===== src/sv/gcc_pkg.sv =====
`default_nettype none

package gcc_pkg;

    localparam int MAX_VERTICES = 64;
    localparam int VIDX_W       = $clog2(MAX_VERTICES);
    localparam int CNT_W        = $clog2(MAX_VERTICES + 1);
    localparam int VC_W         = 7;
    localparam int ENTRY_W      = 8;

    typedef logic [VIDX_W-1:0]       t_vidx;
    typedef logic [CNT_W-1:0]        t_count;
    typedef logic [MAX_VERTICES-1:0] t_row;

    // column summary handed from the column tracker to the control
    typedef struct packed {
        logic  done;
        logic  last;
        logic  has_u;
        logic  has_v;
        t_vidx u;
        t_vidx v;
    } t_column;

    function automatic t_count used_count(input logic [VC_W-1:0] vc);
        t_count n;
        if (vc == '0) begin
            n = t_count'(1);
        end else if (int'(vc) > MAX_VERTICES) begin
            n = t_count'(MAX_VERTICES);
        end else begin
            n = t_count'(vc);
        end
        return n;
    endfunction

    function automatic t_row below_mask(input t_count n);
        t_row m;
        for (int i = 0; i < MAX_VERTICES; i++) begin
            m[i] = (t_count'(i) < n);
        end
        return m;
    endfunction

    // lowest set bit
    function automatic t_vidx first_set(input t_row bits);
        t_vidx idx;
        idx = '0;
        for (int i = MAX_VERTICES - 1; i >= 0; i--) begin
            if (bits[i]) begin
                idx = t_vidx'(i);
            end
        end
        return idx;
    endfunction

endpackage

`default_nettype wire


===== src/sv/gcc_column.sv =====
`default_nettype none

module gcc_column
    import gcc_pkg::*;
(
    input  wire logic                      i_clk,
    input  wire logic                      i_rst_n,
    input  wire logic                      i_accept,
    input  wire logic signed [ENTRY_W-1:0] i_entry,
    input  wire logic                      i_last,
    input  wire t_count                    i_count,
    output t_column                        o_column
);

    t_vidx r_row_pos;
    logic  r_first_valid;
    t_vidx r_first;
    logic  r_second_valid;
    t_vidx r_second;

    t_vidx row;
    logic  is_one;
    logic  first_valid;
    t_vidx first;
    logic  second_valid;
    t_vidx second;
    logic  col_end;

    always_comb begin
        row = r_row_pos;
        if (t_count'(r_row_pos) >= t_count'(MAX_VERTICES)) begin
            row = t_vidx'(MAX_VERTICES - 1);
        end
        is_one       = (i_entry == ENTRY_W'(1));
        first_valid  = r_first_valid;
        first        = r_first;
        second_valid = r_second_valid;
        second       = r_second;
        if (is_one) begin
            if (!r_first_valid) begin
                first_valid = 1'b1;
                first       = row;
            end else begin
                second_valid = 1'b1;
                second       = row;
            end
        end
        col_end = i_last || ((t_count'(row) + t_count'(1)) >= i_count);

        o_column.done  = i_accept && col_end;
        o_column.last  = i_last;
        o_column.has_u = first_valid;
        o_column.has_v = second_valid;
        o_column.u     = first;
        o_column.v     = second;
    end

    always_ff @(posedge i_clk) begin
        if (!i_rst_n) begin
            r_row_pos      <= '0;
            r_first_valid  <= 1'b0;
            r_first        <= '0;
            r_second_valid <= 1'b0;
            r_second       <= '0;
        end else if (i_accept) begin
            if (col_end) begin
                r_row_pos      <= '0;
                r_first_valid  <= 1'b0;
                r_first        <= '0;
                r_second_valid <= 1'b0;
                r_second       <= '0;
            end else begin
                r_row_pos      <= row + t_vidx'(1);
                r_first_valid  <= first_valid;
                r_first        <= first;
                r_second_valid <= second_valid;
                r_second       <= second;
            end
        end
    end

endmodule

`default_nettype wire


===== config.mk =====
export PLATFORM = sky130hd
export DESIGN_NAME = gcc_column
export DESIGN_NICKNAME = d
export VERILOG_FILES = /design/src/sv/gcc_pkg.sv /design/src/sv/gcc_column.sv
export SDC_FILE = /design/constraint.sdc
export NUM_CORES = 1
export LEC_CHECK = 0
export ABC_CLOCK_PERIOD_IN_PS = 5050
export BUFFER_PORTS_ARGS = -buffer_cell sky130_fd_sc_hd__buf_2
export CORE_MARGIN = 2
export CORE_UTILIZATION = 55
export CTS_CLUSTER_SIZE = 28
export DETAILED_ROUTE_END_ITERATION = 8
export GPL_TIMING_DRIVEN = 0
export PLACE_DENSITY_LB_ADDON = 0.08
export SLEW_MARGIN = 20
export SYNTH_ARGS = -nofsm -noshare
export SYNTH_HDL_FRONTEND = slang
export SYNTH_SLANG_ARGS = --single-unit

===== constraint.sdc =====
create_clock -name i_clk -period 5.05 [get_ports i_clk]
set_input_delay 0.2525 -clock i_clk [delete_from_list [all_inputs] [get_ports i_clk]]
set_output_delay 0.2525 -clock i_clk [all_outputs]
set_load 0.02 [all_outputs]

# ---- Word level (Yosys, flattened, before mapping)
# Index checks and enable logic that the tools add are counted.
dict set report word_totals {
  reg_bits 20
  in_bits 19
  out_inout_bits 16
  word_cells 23
}
dict set report op_classes {
  add_sub_neg 2
  order_cmp 1
  n_eq_ne 1
  muxes 12
  reduce_logical 2
}
# operator n
set op_table {}
lappend op_table {{6-bit two-way mux} 7}
lappend op_table {{8-bit by 2-bit equality test with 1-bit output (second input constant)} 1}
lappend op_table {{6-bit by 1-bit adder with 7-bit output (second input constant)} 1}
lappend op_table {{7-bit greater-or-equal comparator} 1}
lappend op_table {{6-bit by 1-bit adder with 6-bit output (second input constant)} 1}
lappend op_table {{1-bit two-way mux} 5}
lappend op_table {{1-bit logical AND} 1}
lappend op_table {{1-bit logical OR} 1}

# ---- Longest topological paths before layout
dict set report logic_depth {
  depth_word 4
  mapped_depth 11
  depth_no_buf 9
}

# ---- Worst setup path after synthesis
# No wires, ideal clock.
dict set report synth_timing {
  path_type {reg2out}
  start {reg r_row_pos[0]}
  end {out o_column[15] (netlist bit)}
  t_arrival_ns 2.105
  required_ns 4.798
  path_slack_ns 2.693
  path_stages_with_launch 10
  path_buffers 1
  cell_sequence {dfxtp_1 -> ha_1 -> nand3_1 -> xnor2_1 -> ha_1 -> and4_1 -> o21ai_1 -> o211ai_2 -> buf_6 -> and2_1}
}
# item line
set synth_lines {}
lappend synth_lines {{start: declaration} gcc_column.sv:15} ;# t_vidx r_row_pos;
lappend synth_lines {{start signal: assignment} gcc_column.sv:73} ;# r_row_pos <= row + t_vidx'(1);
lappend synth_lines {{end: declaration} gcc_column.sv:12} ;# output t_column o_column

==> impl_metrics.csv <==
group,metric,value,unit
synthesis,synth_async_sr_flop_share,0,%
global_routing,grt_start_max_net_pins,12,
timing,fin_crit_sh,63.4,%
routing,route.final.wire_length,2640,um
critical_path,crit_cells,10,
critical_path,critical_path.startpoint,"r_row_pos[0]$_SDFFE_PN0P_",
timing,timing.final.crit_period,3.20,ns
placement,dpl-instance-area,1490,um^2
clock_tree,cts_root_buffer,"sky130_fd_sc_hd__clkbuf_4",
placement,dp.final_hpwl,2040,um
placement,finalWeightedCongestion,0.801,
clock_tree,clkLatencyLatePin,0.31,ns
critical_path,crit_arrival,2.95,ns
clock_tree,postCtsHoldBufs,0,
clock_tree,cts_setup_buffers,0,
floorplanning,die_width,52.4,um
timing,relSlewSlack,68.7,%
flow_run,drv.max_cap_violation_count,0,
routing,post_drt_via_cell_ratio,5.48,
floorplanning,io_pins,35,
critical_path,worst_path_most_repeated_cell,"sky130_fd_sc_hd__ha_1",
critical_path,critical_path.top_delay_family,"simple AND/OR/NAND/NOR gates",
routing,drt-wirelength-per-cell,13.6,um
clock_tree,cts_tree,"done",
critical_path,critical_path_data_required_time,4.80,ns
synthesis,ys_seq_elements,20,
routing,initialDrtViolationCount,12,
floorplanning,placementRows,17,
synthesis,post_synth_and_or_nand_nor_area_fraction,21.3,%
floorplanning,floorplan.core_area,2210,um^2
finish,finish.net_count,195,
critical_path,setup.worst_path.end_class,"output pin",
synthesis,ys.warnings.count,0,
synthesis,synth_flop_cell,"sky130_fd_sc_hd__dfxtp_1",
clock_tree,cts.sink_count,20,
global_routing,globalRouteOverflowTotal,0,
global_routing,wire_length_of_the_first_global_routing_pass,4340,um
floorplanning,floorplan.die_area,2740,um^2
finish,finalInstanceArea,1530,um^2
critical_path,critical_path.endpoint,"o_column[15]",
finish,final_layout_size_suffix_gt1_share,42.5,%
critical_path,cp_cell_sequence,"ha_1, nand3_1, xnor2_1, ha_1, and4_1, o21ai_1, o211ai_2, buf_6, and2_1, buf_2",
timing,finalSetupTns,0,ns
critical_path,worst-r2r-cell-count,10,
critical_path,setup.reg_to_reg.worst_slack,2.23,ns
timing,setup_clock_skew_after_layout,0.0174,ns
synthesis,post_syn_area,1290,um^2
synthesis,share_of_synthesized_area_occupied_by_flip_flops_and_latches,31.1,%
finish,layout-area-overhead-vs-synth,18.8,%
synthesis,synth_edf_count,0,
timing,tightest_slew,0.469,ns
critical_path,worst_r2r_endpoint,"r_first[3]$_SDFFE_PN0P_",
global_routing,initial_antenna_violation_count,0,
power,max-vdd-ir-drop,0.000136,V
floorplanning,initial_core_util,58.2,%
critical_path,critPathMaxFanout,10,
finish,antenna-diode-count,0,
critical_path,criticalPathCategory,"flip-flop to output pin",
critical_path,slowest_delay,0.57,ns
hold_path,holdCritPathClass,"input port to flip-flop",
finish,fillers,174,
timing,rsz_0062_raised_after_global_routing,"false",
critical_path,setup.worst_path.start_class,"flip-flop",
routing,antenna_left,0,
clock_tree,tritoncts.num_buffers,3,
synthesis,yosys.area_share.adder,7.77,%
routing,detailroute.via_count,1068,
synthesis,synth_area_per_cell,9.98,um^2
status,run_status,"finished clean",
power,power.static_leakage,0.754,nW
critical_path,critPathSlowestCell,"sky130_fd_sc_hd__dfxtp_1",
synthesis,synthDistinctLibCells,43,
timing,max_freq,312,MHz
synthesis,synth-compound-area-share,18.8,%
critical_path,r2r_start,"r_row_pos[0]$_SDFFE_PN0P_",
global_routing,grt_util_all_layers,21.2,%
synthesis,synth_xor_area_share,3.40,%
timing,final_hold_viol_count,0,
timing,maxSlewViolCount,0,
clock_tree,cts.htree.levels,1,
synthesis,total_nets_after_synthesis,156,
critical_path,worstPathBufferInverterCount,2,
synthesis,main_combinational_cell_family_by_area_after_synthesis,"simple AND/OR/NAND/NOR gates",
power,power.density_cell_area,189,nW/um^2
timing,final_critical_path_setup_slack,1.85,ns
floorplanning,die_height,52.4,um
synthesis,synth.mux.area_fraction,10.5,%
clock_tree,register_clock_pin_slew_on_the_reported_worst_setup_and_hold_paths,0.12,ns
timing,setup_viol,0,
placement,place.port_buffers,34,
synthesis,synthCells,129,
clock_tree,clk_path_buf_depth,2,
global_routing,vias_in_the_first_global_route,980,
routing,detailedRoute.firstPassIterationCount,4,
clock_tree,cts_repair_resize_count,0,
placement,worst_slack_placed,2.24,ns
routing,remaining_drc_errors,0,
[final cells by class]
class | instances | area, um^2 | share of cell area (%)
buffer | 9 | 62.6 | 4.09
tap | 28 | 35.0 | 2.29
sequential | 20 | 400 | 26.2
multi-input combinational | 92 | 795 | 52.0
clock buffer | 4 | 36.3 | 2.37
inverter | 8 | 30.0 | 1.96
timing repair buffer | 34 | 170 | 11.1
[where the power goes]
part	internal, mW	switching (mW)
clock	0.0440	0.0500
combinational	0.0159	0.0181
sequential	0.158	0.00182
total	0.218	0.0700
[synthesized netlist by cell type, types with 2 or more instances]
master,instances,area [um^2]
sky130_fd_sc_hd__nor3_1,4,20.0
sky130_fd_sc_hd__nand3_1,3,15.0
sky130_fd_sc_hd__xor2_1,3,26.3
sky130_fd_sc_hd__o211ai_2,2,25.0
sky130_fd_sc_hd__a211oi_2,2,25.0
sky130_fd_sc_hd__or3b_1,2,17.5
sky130_fd_sc_hd__a21oi_1,3,15.0
sky130_fd_sc_hd__nand2_1,7,26.3
sky130_fd_sc_hd__dfxtp_1,20,400
sky130_fd_sc_hd__buf_2,2,10.0
sky130_fd_sc_hd__buf_6,2,22.5
sky130_fd_sc_hd__xnor2_1,2,17.5
sky130_fd_sc_hd__buf_4,3,22.5
sky130_fd_sc_hd__nand2b_1,5,31.3
sky130_fd_sc_hd__clkbuf_1,2,7.51
sky130_fd_sc_hd__ha_1,8,100
sky130_fd_sc_hd__nor2_1,5,18.8
sky130_fd_sc_hd__a22o_1,12,105
sky130_fd_sc_hd__inv_1,7,26.3
sky130_fd_sc_hd__mux2_2,12,135
[routing by layer]
metal / share of wire (%) / track usage, %
met2: 48 / 33.3
met1: 47 / 29.6
met5: 0 / 0
met3: 3.7 / 3.43
met4: 1.1 / 6.41
[cell families (layout without fill, tap and decap cells)]
group           after synthesis  count (layout)
simple gates                 40              40
compound gates               27              27
flops                        20              20
buf+inv                      17              55
mux                          12              12
fa+ha+maj                     8               8
xor+xnor                      5               5
[through the flow]
stage	util (%)	cells	hold slack (ns)	total power [mW]
2_1_floorplan	-	129	0.396	0.184
5_1_grt	69.1	195	0.273	0.300
3_5_place_dp	67.5	191	0.466	0.198
6_report	69.1	195	0.259	0.288
3_3_place_gp	67.5	191	0.455	0.197
4_1_cts	69.1	195	0.253	0.289
[state kept, by name, summed over array words and instances (netlist names)]
name            flops
r_first             6
r_first_valid       1
r_row_pos           6
r_second            6
r_second_valid      1
[worst min path at each step]
| stage | start | to | cells after the start |
|---|---|---|---|
| after floorplan | i_rst_n | r_row_pos[5]$_SDFFE_PN0P_ | 2 |
| after global placement | r_second[2]$_SDFFE_PN0P_ | r_second[2]$_SDFFE_PN0P_ | 1 |
| after detailed placement | r_second[1]$_SDFFE_PN0P_ | r_second[1]$_SDFFE_PN0P_ | 1 |
| after CTS | i_rst_n | r_row_pos[3]$_SDFFE_PN0P_ | 2 |
| after global routing | i_rst_n | r_row_pos[3]$_SDFFE_PN0P_ | 2 |
| final | i_rst_n | r_row_pos[3]$_SDFFE_PN0P_ | 2 |
[cell usage in the layout (no fill, tap or decap), types with 2 or more instances in the layout]
master	Yosys	routed
sky130_fd_sc_hd__nor3_1	4	4
sky130_fd_sc_hd__nand3_1	3	3
sky130_fd_sc_hd__a22o_1	12	12
sky130_fd_sc_hd__o211ai_2	2	2
sky130_fd_sc_hd__nand2_1	7	7
sky130_fd_sc_hd__clkbuf_1	2	2
sky130_fd_sc_hd__a211oi_2	2	2
sky130_fd_sc_hd__buf_4	3	3
sky130_fd_sc_hd__inv_1	7	7
sky130_fd_sc_hd__xnor2_1	2	2
sky130_fd_sc_hd__mux2_2	12	12
sky130_fd_sc_hd__ha_1	8	8
sky130_fd_sc_hd__a21oi_1	3	3
sky130_fd_sc_hd__buf_6	2	2
sky130_fd_sc_hd__nor2_1	5	5
sky130_fd_sc_hd__nand2b_1	5	5
sky130_fd_sc_hd__buf_2	2	36
sky130_fd_sc_hd__xor2_1	3	3
sky130_fd_sc_hd__or3b_1	2	2
sky130_fd_sc_hd__dfxtp_1	20	20
sky130_fd_sc_hd__clkbuf_4	0	3
(Power assumes the default switching activity.)
