### config.mk
export PLATFORM = sky130hd
export DESIGN_NAME = gcc_ram
export DESIGN_NICKNAME = d
export VERILOG_FILES = /design/src/sv/gcc_ram.sv
export SDC_FILE = /design/constraint.sdc
export NUM_CORES = 1
export LEC_CHECK = 0
export BUFFER_PORTS_ARGS = -buffer_cell sky130_fd_sc_hd__buf_2
export CAP_MARGIN = 20
export CORE_MARGIN = 1
export CORE_UTILIZATION = 48
export CTS_CLUSTER_DIAMETER = 50
export CTS_CLUSTER_SIZE = 16
export DETAILED_ROUTE_END_ITERATION = 8
export PLACE_DENSITY = 0.64
export SLEW_MARGIN = 15
export SYNTH_ARGS = -nofsm -noshare
export SYNTH_HDL_FRONTEND = slang
export SYNTH_SLANG_ARGS = --single-unit
### constraint.sdc
create_clock -name i_clk -period 2.2 [get_ports i_clk]
set_clock_uncertainty 0.15 [all_clocks]
set_input_delay 0.33 -clock i_clk [delete_from_list [all_inputs] [get_ports i_clk]]
set_output_delay 0.33 -clock i_clk [all_outputs]
set_load 0.01 [all_outputs]
### src/sv/gcc_ram.sv
`default_nettype none

module gcc_ram #(
    parameter int WIDTH = 8,
    parameter int DEPTH = 16
) (
    input  wire logic                     i_clk,
    input  wire logic                     i_we,
    input  wire logic [$clog2(DEPTH)-1:0] i_waddr,
    input  wire logic [WIDTH-1:0]         i_wdata,
    input  wire logic [$clog2(DEPTH)-1:0] i_raddr,
    output logic      [WIDTH-1:0]         o_rdata
);

    logic [WIDTH-1:0] r_mem [DEPTH];

    always_ff @(posedge i_clk) begin
        if (i_we) begin
            r_mem[i_waddr] <= i_wdata;
        end
        o_rdata <= r_mem[i_raddr];
    end

endmodule

`default_nettype wire

# After elaboration in Yosys (flattened, before gate mapping)
# Memories as Yosys holds them, arrays and structs flattened. A register that Yosys moved wholly into a read port is not among the register bits.
# Cells that the tools add are included.
# totals
regBits	0
mem_bits_rw	128
n_memories	1
# mem_list
memory	depth	word_bits	rd	rd_clocked_by_memory_dff	write_ports	line	source
r_mem	16	8	1	1	1	15	logic [WIDTH-1:0] r_mem [DEPTH];
# op_classes
mux	2
# op_table
operator	n
two-way mux 1 bit	2

# Longest topological paths before layout
# Gate-level depths: netlist of the first run.
# depth
depth_word	2
depth_mapped	5

# Worst setup path before layout of the first run
# Ideal clock, no wire load.
# synth_timing
path_kind	input-to-reg
from	input i_waddr[2]
to	memory r_mem[0][0], enable pin
required_ns	1.667
cell_stages	2
n_path_buf	0
setup_slack_ns	0.227
arrival_ns	1.440
setup_time_ns	0.383
cell_sequence	or3b_2 -> nor3_1
# synth_rtl
item	line	source
from (decl)	9	input wire logic [$clog2(DEPTH)-1:0] i_waddr,
to (decl)	15	
# No word-level cell before the write port.

# Worst setup path after layout of the first run
# layout_timing
from	register o_rdata[7] (read register of r_mem)
to	output o_rdata[7]
# layout_rtl
item	line	source
from (decl)	12	output logic [WIDTH-1:0] o_rdata
# No word-level cell between the ends.

==> results of run 1 <==
==> power groups by stage <==
stage                     Sequential [mW]  Combinational (mW)  Clock, mW
after floorplan                      2.97               0.147          0
final                                2.92               0.267       2.56
after global routing                 2.92               0.292       2.72
after global placement               2.97               0.267          0
after detailed placement             2.97               0.273          0
after CTS                            2.92               0.275       2.59
==> cell families (layout without fill, tap and decap cells) <==
family | after synthesis | in the layout
compound gates | 16 | 16
buf+inv | 10 | 80
flops | 136 | 136
mux | 32 | 32
other cells | 0 | 1
simple gates | 35 | 35
==> layout make-up <==
| type | count | area share, % |
|---|---|---|
| antenna | 1 | 0.0411 |
| clock buffer | 29 | 8.36 |
| clock inverter | 3 | 0.657 |
| multi-input combinational | 83 | 17.4 |
| sequential | 136 | 65.7 |
| tap | 136 | 2.79 |
| timing repair buffer | 48 | 5.09 |
==> cell usage in the layout (no fill, tap or decap), types with 4 or more instances in the layout <==
cell type,count
a22oi_1,16
buf_2,25
buf_4,22
clkbuf_1,7
clkbuf_16,16
clkbuf_8,6
dfxtp_1,8
edfxtp_1,128
mux4_1,14
mux4_2,18
nand2_1,9
nor2_1,13
nor3_1,4
==> flip-flops by register name (all words and copies together) (netlist names) <==
| name | count |
|---|---|
| o_rdata | 8 |
| r_mem | 128 |
==> metrics by stage <==
step	total power, mW	hold slack, ns	setup slack (ns)
global route	5.93	0.0508	0.633
detailed placement	3.24	0.515	0.287
global placement	3.23	0.507	0.273
CTS	5.78	0.0473	0.658
finish	5.74	0.0541	0.691
floorplan	3.12	0.279	0.227
==> how the worst max path moves through the flow <==
stage	slack (ns)	to	cells past startpoint	from
floorplan	0.23	r_mem[0][0]$_DFFE_PP_	2	i_waddr[2]
global placement	0.27	o_rdata[1]$_DFF_P_	5	i_raddr[0]
detailed placement	0.29	o_rdata[1]$_DFF_P_	5	i_raddr[0]
CTS	0.66	o_rdata[7]	1	o_rdata[7]$_DFF_P_
global route	0.63	o_rdata[3]$_DFF_P_	3	r_mem[8][3]$_DFFE_PP_
finish	0.69	o_rdata[7]	1	o_rdata[7]$_DFF_P_
==> synthesized netlist by cell type <==
library cell     number  area (sq um)
nand2_1               9          33.8
clkdlybuf4s25_2       3          30.0
nand3_1               1          5.00
nor2_1               13          48.8
and2_1                1          6.26
mux4_2               18           405
or3b_2                1          8.76
nand2b_1              2          12.5
nand3b_1              2          15.0
nor2b_1               1          6.26
edfxtp_1            128          3840
buf_4                 1          7.51
and2b_1               1          7.51
buf_2                 3          15.0
buf_6                 3          33.8
dfxtp_1               8           160
mux4_1               14           368
nor3_1                4          20.0
a22oi_1              16           120
==> per-layer routing <==
metal | track usage, % | wire length [um] | vias to the layer above
met3 | 5.13 | 488 | 11
li1 | - | - | 1091
met4 | 7.74 | 115 | 0
met1 | 23.9 | 3850 | 1260
met2 | 29.7 | 4650 | 56
met5 | 0 | 0 | -
==> results.md, run 1 <==
* Status: finished, final reports clean
* Critical Path End Type: primary output
* IO Port Bufs at 25
* Worst path slowest cell: dfxtp_1
* CTS resizes at 0
* Hold depth at 1
* Final Routed Wirelength at slightly above 9000 um
* Register-to-Register Path Depth at 3
* HP Class: input pin to flop
* NetSw at between 1 and 1.5 mW
* ANT nets after route at 0
* Slew Limit Fails at 0
* CTS tree: yes
* CP peak stage delay at approximately 0.37 ns
* Die Y at about 110 um
* DR vias at between 2000 and 2500
* Drt first pass iters at 4
* Mux cell area share after synthesis at 15.0%
* Synth Area per Inst at between 20 and 25 sq um
* First-pass GRT wire length at between 10000 and 15000 um
* Post-route cell area at around 6000 sq um
* Reg-to-reg startpoint: r_mem[0][0]$_DFFE_PP_
* CP Cell Sequence: buf_2
* Worst EP required at approximately 1.7 ns
* Final Non-Filler Cells at between 400 and 500
* Fillers at 745
* Layout area overhead at 18.4%
* Initial drt markers at 133
* Finished Core Util at between 50% and 60%
* VDD IR max at between 0.3 and 0.4 mV
* Post-CTS Hold Fix Bufs at 0
* Fin nets at ~300
* Cell Count Post-Placement at between 400 and 500
* Register area share after synthesis at between 70% and 80%
* Global placer's final weighted congestion at ~0.70
* Complex-gate fraction of the synthesized area at 2.33%
* DR vias/cell at 5.55
* CTS buffer count at 17
* # IOs at 26
* Syn_nets at around 250
* Setup TNS at 0 ns
* Syn Inst Count at ~230
* Leakage power at 2.09 nW
* Library cells used by synthesis at 19
* Total GRT Usage at between 10% and 20%
* Starting density of the core at 49.6%
* Combinational power share at 4.6%
* Buf/Inv on CP at 1
* FF+latch count, synth at 136
* Fin crit period at 1.51 ns
* Clock Path Buffers at 2
* Register Area at around 4000 sq um
* Flop pwr share at around half
* Sw frac at roughly a fifth
* Synth Area in Adders at 0%
* Min-delay src: i_wdata[7]
* Initial antenna violation count at 1
* Setup bufs post-CTS at 0
* Tcrit/Tclk final at 68.6%
* Core area at 10400 sq um
* DR WL/cell at approximately 21 um
* Chip width at between 100 and 150 um
* Slew @ Worst Pin at 0.403 ns
* Netlist Area Pre-Place at just over 5000 sq um
* CTS sink cnt at 136
* Crit Path Class: flop to primary output
* Rel. slew slack at 73.2%
* Unrepaired setup endpoints after global routing: false
* Largest family of logic cells by synthesized area: multiplexers
* CP delay by family, top: flip-flops
* Synth Area in XOR/XNOR at 0%
* Setup violations, final at 0
* Simple-gate share of the synthesized area at between 3 and 4%
* Clock transition at the registers of the reported paths at roughly 0.060 ns
* Die Area at 11100 sq um
* R2r setup slk at between 0.7 and 0.8 ns
* Hold path endpoint: r_mem[0][7]$_DFFE_PP_
* Vias in the first global route at 2523
* Clock root cell: clkbuf_8
* Remaining global-route overflow at 0
* Largest fanout on the critical path at 1
* PD cells at about 940 nW/um^2
* Pint at 4.66 mW
* Multi-input gate area at between 1000 and 1500 sq um
* Clock Latency Late Sink at 0.51 ns
* CTS H-tree depth at 4
* Max_cap viols at 0
* Layout cells sized above 1 at between 30% and 40%
* Crit start category: flop
* # rows at 37
* Largest net degree at the start of global routing at 21
* Worst EP arrival at around 1 ns
* Worst r2r dst: o_rdata[0]$_DFF_P_
* HPWL after DPL at 6140 um
* Final Hold Fails at 0
* Dpl cell area at 5540 sq um
* Clk pwr share at roughly 45%
* Drc violations at 0
* Synthesis Warnings at 0
* Fmax at 0.663 GHz
Note: power is estimated with default switching activity, not from simulation.
==> inputs of run 2 (changes only) <==
- clock period: 2.2 -> 1.4 ns (I/O delays scaled with it)
==> results.md, run 2 (synthesized netlist as in run 1, its figures left out) <==
* DR vias/cell at 5.47 (was 5.55)
* Global placer's final weighted congestion at 0.717 (was 0.698)
* Worst path slowest cell: mux4_2 (was dfxtp_1)
* Worst EP arrival at 1.64 ns (was 1.03 ns)
* Slew @ Worst Pin at 0.957 ns (was 0.403 ns)
* PD cells at 1440 nW/um^2 (was 942 nW/um^2)
* Final Routed Wirelength at 9700 um (was 9110 um)
* HPWL after DPL at 6180 um (was 6140 um)
* Commonest cells after routing, fill and taps aside: 128 x edfxtp_1, 31 x mux4_2, 25 x buf_2 (was 128 x edfxtp_1, 25 x buf_2, 22 x buf_4)
* Fin nets at 319 (was 304)
* GRT met2 Usage at 32.1% (was 29.7%)
* Fmax at just over 0.7 GHz
* Crit start category: flop (unchanged)
* Commonest non-fill, non-tap cell in the layout: edfxtp_1 (unchanged)
* DR vias at 2463 (was 2418)
* Vias in the first global route at 2621 (was 2523)
* Critical Path End Type: flop (was primary output)
* Most flops, register: r_mem (unchanged)
* Setup violations, final at 2 (was 0)
* Layout cells sized above 1 at 43.0% (was 30.8%)
* CP delay by family, top: multiplexers (was flip-flops)
* Drt first pass iters at 5 (was 4)
* # IOs at 26 (unchanged)
* Remaining global-route overflow at 0 (unchanged)
* M1 GR Usage at 26.4% (was 23.9%)
* Unrepaired setup endpoints after global routing: true (was false)
* Clock root cell: clkbuf_8 (unchanged)
* Leakage power at 2.12 nW (was 2.09 nW)
* Violated checks: negative setup slack
* Chip width at 106 um (unchanged)
* Setup TNS at -0.0104 ns (was 0 ns)
* # rows at 37 (unchanged)
* First-pass GRT wire length at 15200 um (was 14300 um)
* Largest fanout on the critical path at 1 (unchanged)
* GRT busiest layer: met2 (unchanged)
* Max FFs per register at 128 (unchanged)
* Status: finished with violations (was finished, final reports clean)
* ANT nets after route at 0 (unchanged)
* Initial drt markers at 177 (was 133)
* Drc violations at 0 (unchanged)
* Die Area at 11100 sq um (unchanged)
* IO Port Bufs at 25 (unchanged)
* Final Hold Fails at 0 (unchanged)
* Min setup slack post-route at -0.00576 ns (was 0.691 ns)
* CP Cell Sequence: mux4_2 > a22oi_2 > nand2_1 (was buf_2)
* Fin crit period at 1.41 ns
* DR WL/cell at 21.6 um (was 20.9 um)
* Rel. slew slack at 36.1% (was 73.2%)
* Tcrit/Tclk final at 100%
* Clock Latency Late Sink at 0.50 ns (was 0.51 ns)
* Worst EP required at 1.63 ns (was 1.72 ns)
* Clock Path Buffers at 2 (unchanged)
* Fillers at 748 (was 745)
* Reg-to-reg startpoint: r_mem[11][7]$_DFFE_PP_ (was r_mem[0][0]$_DFFE_PP_)
* CTS tree: yes (unchanged)
* Max_cap viols at 0 (unchanged)
* Starting density of the core at 49.6% (unchanged)
* CTS buffer count at 17 (unchanged)
* Slew Limit Fails at 0 (unchanged)
* Buf/Inv on CP at 0 (was 1)
* Core area at 10400 sq um (unchanged)
* Crit Path Class: flop to flop (was flop to primary output)
* Critical Path Start: r_mem[11][7]$_DFFE_PP_ (was o_rdata[7]$_DFF_P_)
* Initial antenna violation count at 0 (was 1)
* Layout area overhead at 23.1% (was 18.4%)
* CTS sink cnt at 136 (unchanged)
* VDD IR max at 0.690 mV (was 0.371 mV)
* Clock transition at the registers of the reported paths at 0.06 ns (about the same)
* Die Y at 106 um (unchanged)
* CTS H-tree depth at 4 (unchanged)
* CP peak stage delay at 0.49 ns (was 0.37 ns)
* Antenna cell count at 0 (was 1)
* M3 GR Usage at 4.14% (was 5.13%)
* Min-delay src: i_waddr[0] (was i_wdata[7])
* Largest net degree at the start of global routing at 24 (was 21)
* Top Registers: r_mem (128), o_rdata (8) (unchanged)
* HP Class: input pin to flop (unchanged)
* Total GRT Usage at 19.5% (was 18.5%)
* Total power at 9.16 mW (was 5.74 mW)
## run 2: cell count changes in the layout (fill, tap and decap cells not counted), moves of 4 or more
cell / delta
mux4_1: -13
inv_6: +5
clkinvlp_4: +6
a22oi_1: -9
dlygate4sd3_1: +8
nor3_1: -4
clkbuf_8: -5
mux4_2: +13
clkbuf_1: -7
buf_12: +6
a22oi_2: +9
## run 2: layer usage
layer	share of wire [%]	wire [um]
met1	43	4180
met2	50	4890
met3	6.1	593
met4	0.36	35
met5	0	0
## run 2: final cells by class
class	instances	area, sq um	area share (%)
flip-flops and latches	136	4000	63.2
multi-input cells	83	1090	17.2
repair buffers	63	518	8.17
clock buffers	17	414	6.54
well taps	136	170	2.69
clock inverters	15	141	2.23
## run 2: repair_timing
action / CTS / global route
setup buffers: 0 / 0
hold buffers: 8 / 0
endpoints found under the setup margin: 8 / 8
endpoints found under the hold margin: 128 / 0
gates resized for setup: 11 / 0
pin swaps: 1 / 1
## run 2: tightest hold or removal path: cells and delay by family
family	cells	cell delay, ns
buffers and inverters	2	0.33
and+or+nand+nor	1	0.06
## run 2: worst paths after layout
| kind | depth (start not counted) | to | slack, ns |
|---|---|---|---|
| setup / recovery | 3 | o_rdata[7]$_DFF_P_ | -0.006 |
| hold / removal | 3 | r_mem[8][4]$_DFFE_PP_ | 0.12 |
| setup reg to reg | 3 | o_rdata[7]$_DFF_P_ | -0.006 |
| hold reg to reg | 3 | o_rdata[2]$_DFF_P_ | 0.53 |
## run 2: where the power goes
group,internal [mW],switching [mW],total (mW)
logic,0.240,0.271,0.511
clock network,2.38,1.69,4.07
registers,4.55,0.0279,4.58
## run 2: stage by stage
step / setup WS [ns] / instances / hold WS (ns) / utilization, % / cell area, sq um
after CTS: -0.0172 / 450 / 0.106 / 61.1 / 6340
after global placement: -0.367 / 410 / 0.454 / 54.6 / 5660
final: -0.00576 / 450 / 0.124 / 61.1 / 6340
after detailed placement: -0.360 / 410 / 0.454 / 54.6 / 5660
after global routing: -0.0595 / 450 / 0.117 / 61.1 / 6340
after floorplan: -0.0630 / 229 / 0.159 / - / 5180
==> inputs of run 3 (changes only) <==
- BUFFER_PORTS_ARGS: -buffer_cell sky130_fd_sc_hd__buf_2 -> -buffer_cell sky130_fd_sc_hd__buf_4
==> results.md, run 3 (synthesized netlist as in run 1, its figures left out) <==
* Hold path endpoint: r_mem[0][3]$_DFFE_PP_ (was r_mem[8][4]$_DFFE_PP_)
* Die Y at 106 um (unchanged)
* DR vias at 2488 (was 2463)
* PD cells at 1490 nW/um^2 (was 1440 nW/um^2)
* Cell Count Post-Placement at 416 (was 410)
* CP delay by family, top: multiplexers (unchanged)
* HP Class: input pin to flop (unchanged)
* Core area at 10400 sq um (unchanged)
* CTS sink cnt at 136 (unchanged)
* Max_cap viols at 0 (unchanged)
* DR vias/cell at 5.46 (was 5.47)
* Rel. slew slack at 41.2% (was 36.1%)
* Drt first pass iters at 5 (unchanged)
* Global placer's final weighted congestion at 0.755 (was 0.717)
* HPWL after DPL at 6580 um (was 6180 um)
* Setup violations, final at 3 (was 2)
* CTS tree: yes (unchanged)
* Top Registers: r_mem (128), o_rdata (8) (unchanged)
* Slew @ Worst Pin at 0.880 ns (was 0.957 ns)
* Vias in the first global route at 2716 (was 2621)
* Initial drt markers at 170 (was 177)
* VDD IR max at 0.684 mV (was 0.690 mV)
* Final Routed Wirelength at 10100 um (was 9700 um)
* Fmax at 0.698 GHz (was 0.711 GHz)
* Final Hold Fails at 0 (unchanged)
* Violated checks: negative setup slack (unchanged)
* Max FFs per register at 128 (unchanged)
* CP peak stage delay at 0.52 ns (was 0.49 ns)
* R2r setup slk at -0.03 ns (was -0.006 ns)
* Min setup slack post-route at -0.0331 ns (was -0.00576 ns)
* CP Cell Sequence: mux4_2 > a22oi_2 > nand2_1 (unchanged)
* Initial antenna violation count at 0 (unchanged)
* Most flops, register: r_mem (unchanged)
* Chip width at 106 um (unchanged)
* Fin nets at 325 (was 319)
* Commonest cells after routing, fill and taps aside: 128 x edfxtp_1, 54 x buf_4, 30 x mux4_2 (was 128 x edfxtp_1, 31 x mux4_2, 25 x buf_2)
* Worst r2r dst: o_rdata[5]$_DFF_P_ (was o_rdata[7]$_DFF_P_)
* Remaining global-route overflow at 0 (unchanged)
* # rows at 37 (unchanged)
* Crit start category: flop (unchanged)
* Largest net degree at the start of global routing at 17 (was 24)
* # IOs at 26 (unchanged)
* Fin Hold WS at 0.0378 ns (was 0.124 ns)
* Layout area overhead at 26.6% (was 23.1%)
* Clock Latency Late Sink at 0.52 ns (was 0.50 ns)
* Status: finished with violations (unchanged)
* Reg-to-reg startpoint: r_mem[2][5]$_DFFE_PP_ (was r_mem[11][7]$_DFFE_PP_)
* DR WL/cell at 22.2 um (was 21.6 um)
* Fin crit period at 1.43 ns (was 1.41 ns)
* Total GRT Usage at 20.7% (was 19.5%)
* Unrepaired setup endpoints after global routing: true (unchanged)
* Die Area at 11100 sq um (unchanged)
* Critical Path Start: r_mem[2][5]$_DFFE_PP_ (was r_mem[11][7]$_DFFE_PP_)
* ANT nets after route at 0 (unchanged)
* Worst path slowest cell: mux4_2 (unchanged)
* Commonest non-fill, non-tap cell in the layout: edfxtp_1 (unchanged)
* Clock transition at the registers of the reported paths at 0.06 ns (about the same)
* Starting density of the core at 49.6% (unchanged)
* IO Port Bufs at 25 (unchanged)
* Worst EP required at 1.65 ns (was 1.63 ns)
* Layout cells sized above 1 at 42.8% (was 43.0%)
* Final Non-Filler Cells at 456 (was 450)
* Clock root cell: clkbuf_8 (unchanged)
* First-pass GRT wire length at 15800 um (was 15200 um)
* CTS H-tree depth at 4 (unchanged)
* Buf/Inv on CP at 0 (unchanged)
* Critical Path End Type: flop (unchanged)
* Leakage power at 2.22 nW (was 2.12 nW)
* Tcrit/Tclk final at 102% (was 100%)
* Hold depth at 3 (unchanged)
* Antenna cell count at 0 (unchanged)
* Setup bufs post-CTS at 0 (unchanged)
* Min-delay src: i_waddr[1] (was i_waddr[0])
* Slew Limit Fails at 0 (unchanged)
* Register-to-Register Path Depth at 3 (unchanged)
* CTS buffer count at 17 (unchanged)
* Crit Path Class: flop to flop (unchanged)
* Drc violations at 0 (unchanged)
* Clock Path Buffers at 2 (unchanged)
* Largest fanout on the critical path at 1 (unchanged)
* Worst EP arrival at 1.68 ns (was 1.64 ns)
run 3: cell type report:
class	count	area [sq um]
tap	136	170
timing repair buffer	69	626
clock inverter	12	180
sequential	136	4010
fill	730	3850
clock buffer	20	425
multi-input combinational	83	1110
run 3: through the flow:
stage          setup slack, ns  TNS [ns]  util (%)  power, mW  cell area [sq um]
2_1_floorplan          -0.0630    -0.690         -       4.92               5180
3_3_place_gp            -0.363    -11.74      55.7       5.18               5770
3_5_place_dp            -0.356    -13.48      55.7       5.19               5770
4_1_cts                -0.0427   -0.0938      62.6       9.77               6490
5_1_grt                -0.0737    -0.340      62.8       10.0               6520
6_report               -0.0331   -0.0598      62.8       9.72               6520
run 3: metal layers:
layer | vias to the layer above | global-route usage [%] | share of wire (%)
met3 | 11 | 6.06 | 5.3
met1 | 1282 | 27.7 | 43
li1 | 1120 | - | -
met2 | 75 | 32.0 | 50
met4 | 0 | 8.73 | 1.4
met5 | - | 0 | 0
run 3: worst max-delay path by stage:
stage / cells after the start / to / slack, ns
5_1_grt: 3 / o_rdata[3]$_DFF_P_ / -0.07
4_1_cts: 3 / o_rdata[5]$_DFF_P_ / -0.04
3_5_place_dp: 5 / o_rdata[0]$_DFF_P_ / -0.36
2_1_floorplan: 2 / r_mem[0][0]$_DFFE_PP_ / -0.06
6_report: 3 / o_rdata[5]$_DFF_P_ / -0.03
3_3_place_gp: 5 / o_rdata[0]$_DFF_P_ / -0.36
run 3: report_power, final:
part / switching (mW) / internal [mW] / leakage (nW)
Combinational: 0.277 / 0.280 / 0.697
Sequential: 0.0277 / 4.55 / 1.22
Clock: 1.55 / 3.04 / 0.297
run 3: what timing repair did:
| action | CTS | global route |
|---|---|---|
| pin swaps | 1 | 1 |
| gates resized for setup | 9 | 5 |
| endpoints found under the hold margin | 128 | 0 |
| endpoints found under the setup margin | 7 | 9 |
| hold buffers | 8 | 0 |
run 3: worst register-to-register path, cell delays in order, from the launching register on:
cell,delay (ns)
edfxtp_1,0.37
mux4_2,0.52
a22oi_2,0.17
nand2_1,0.10
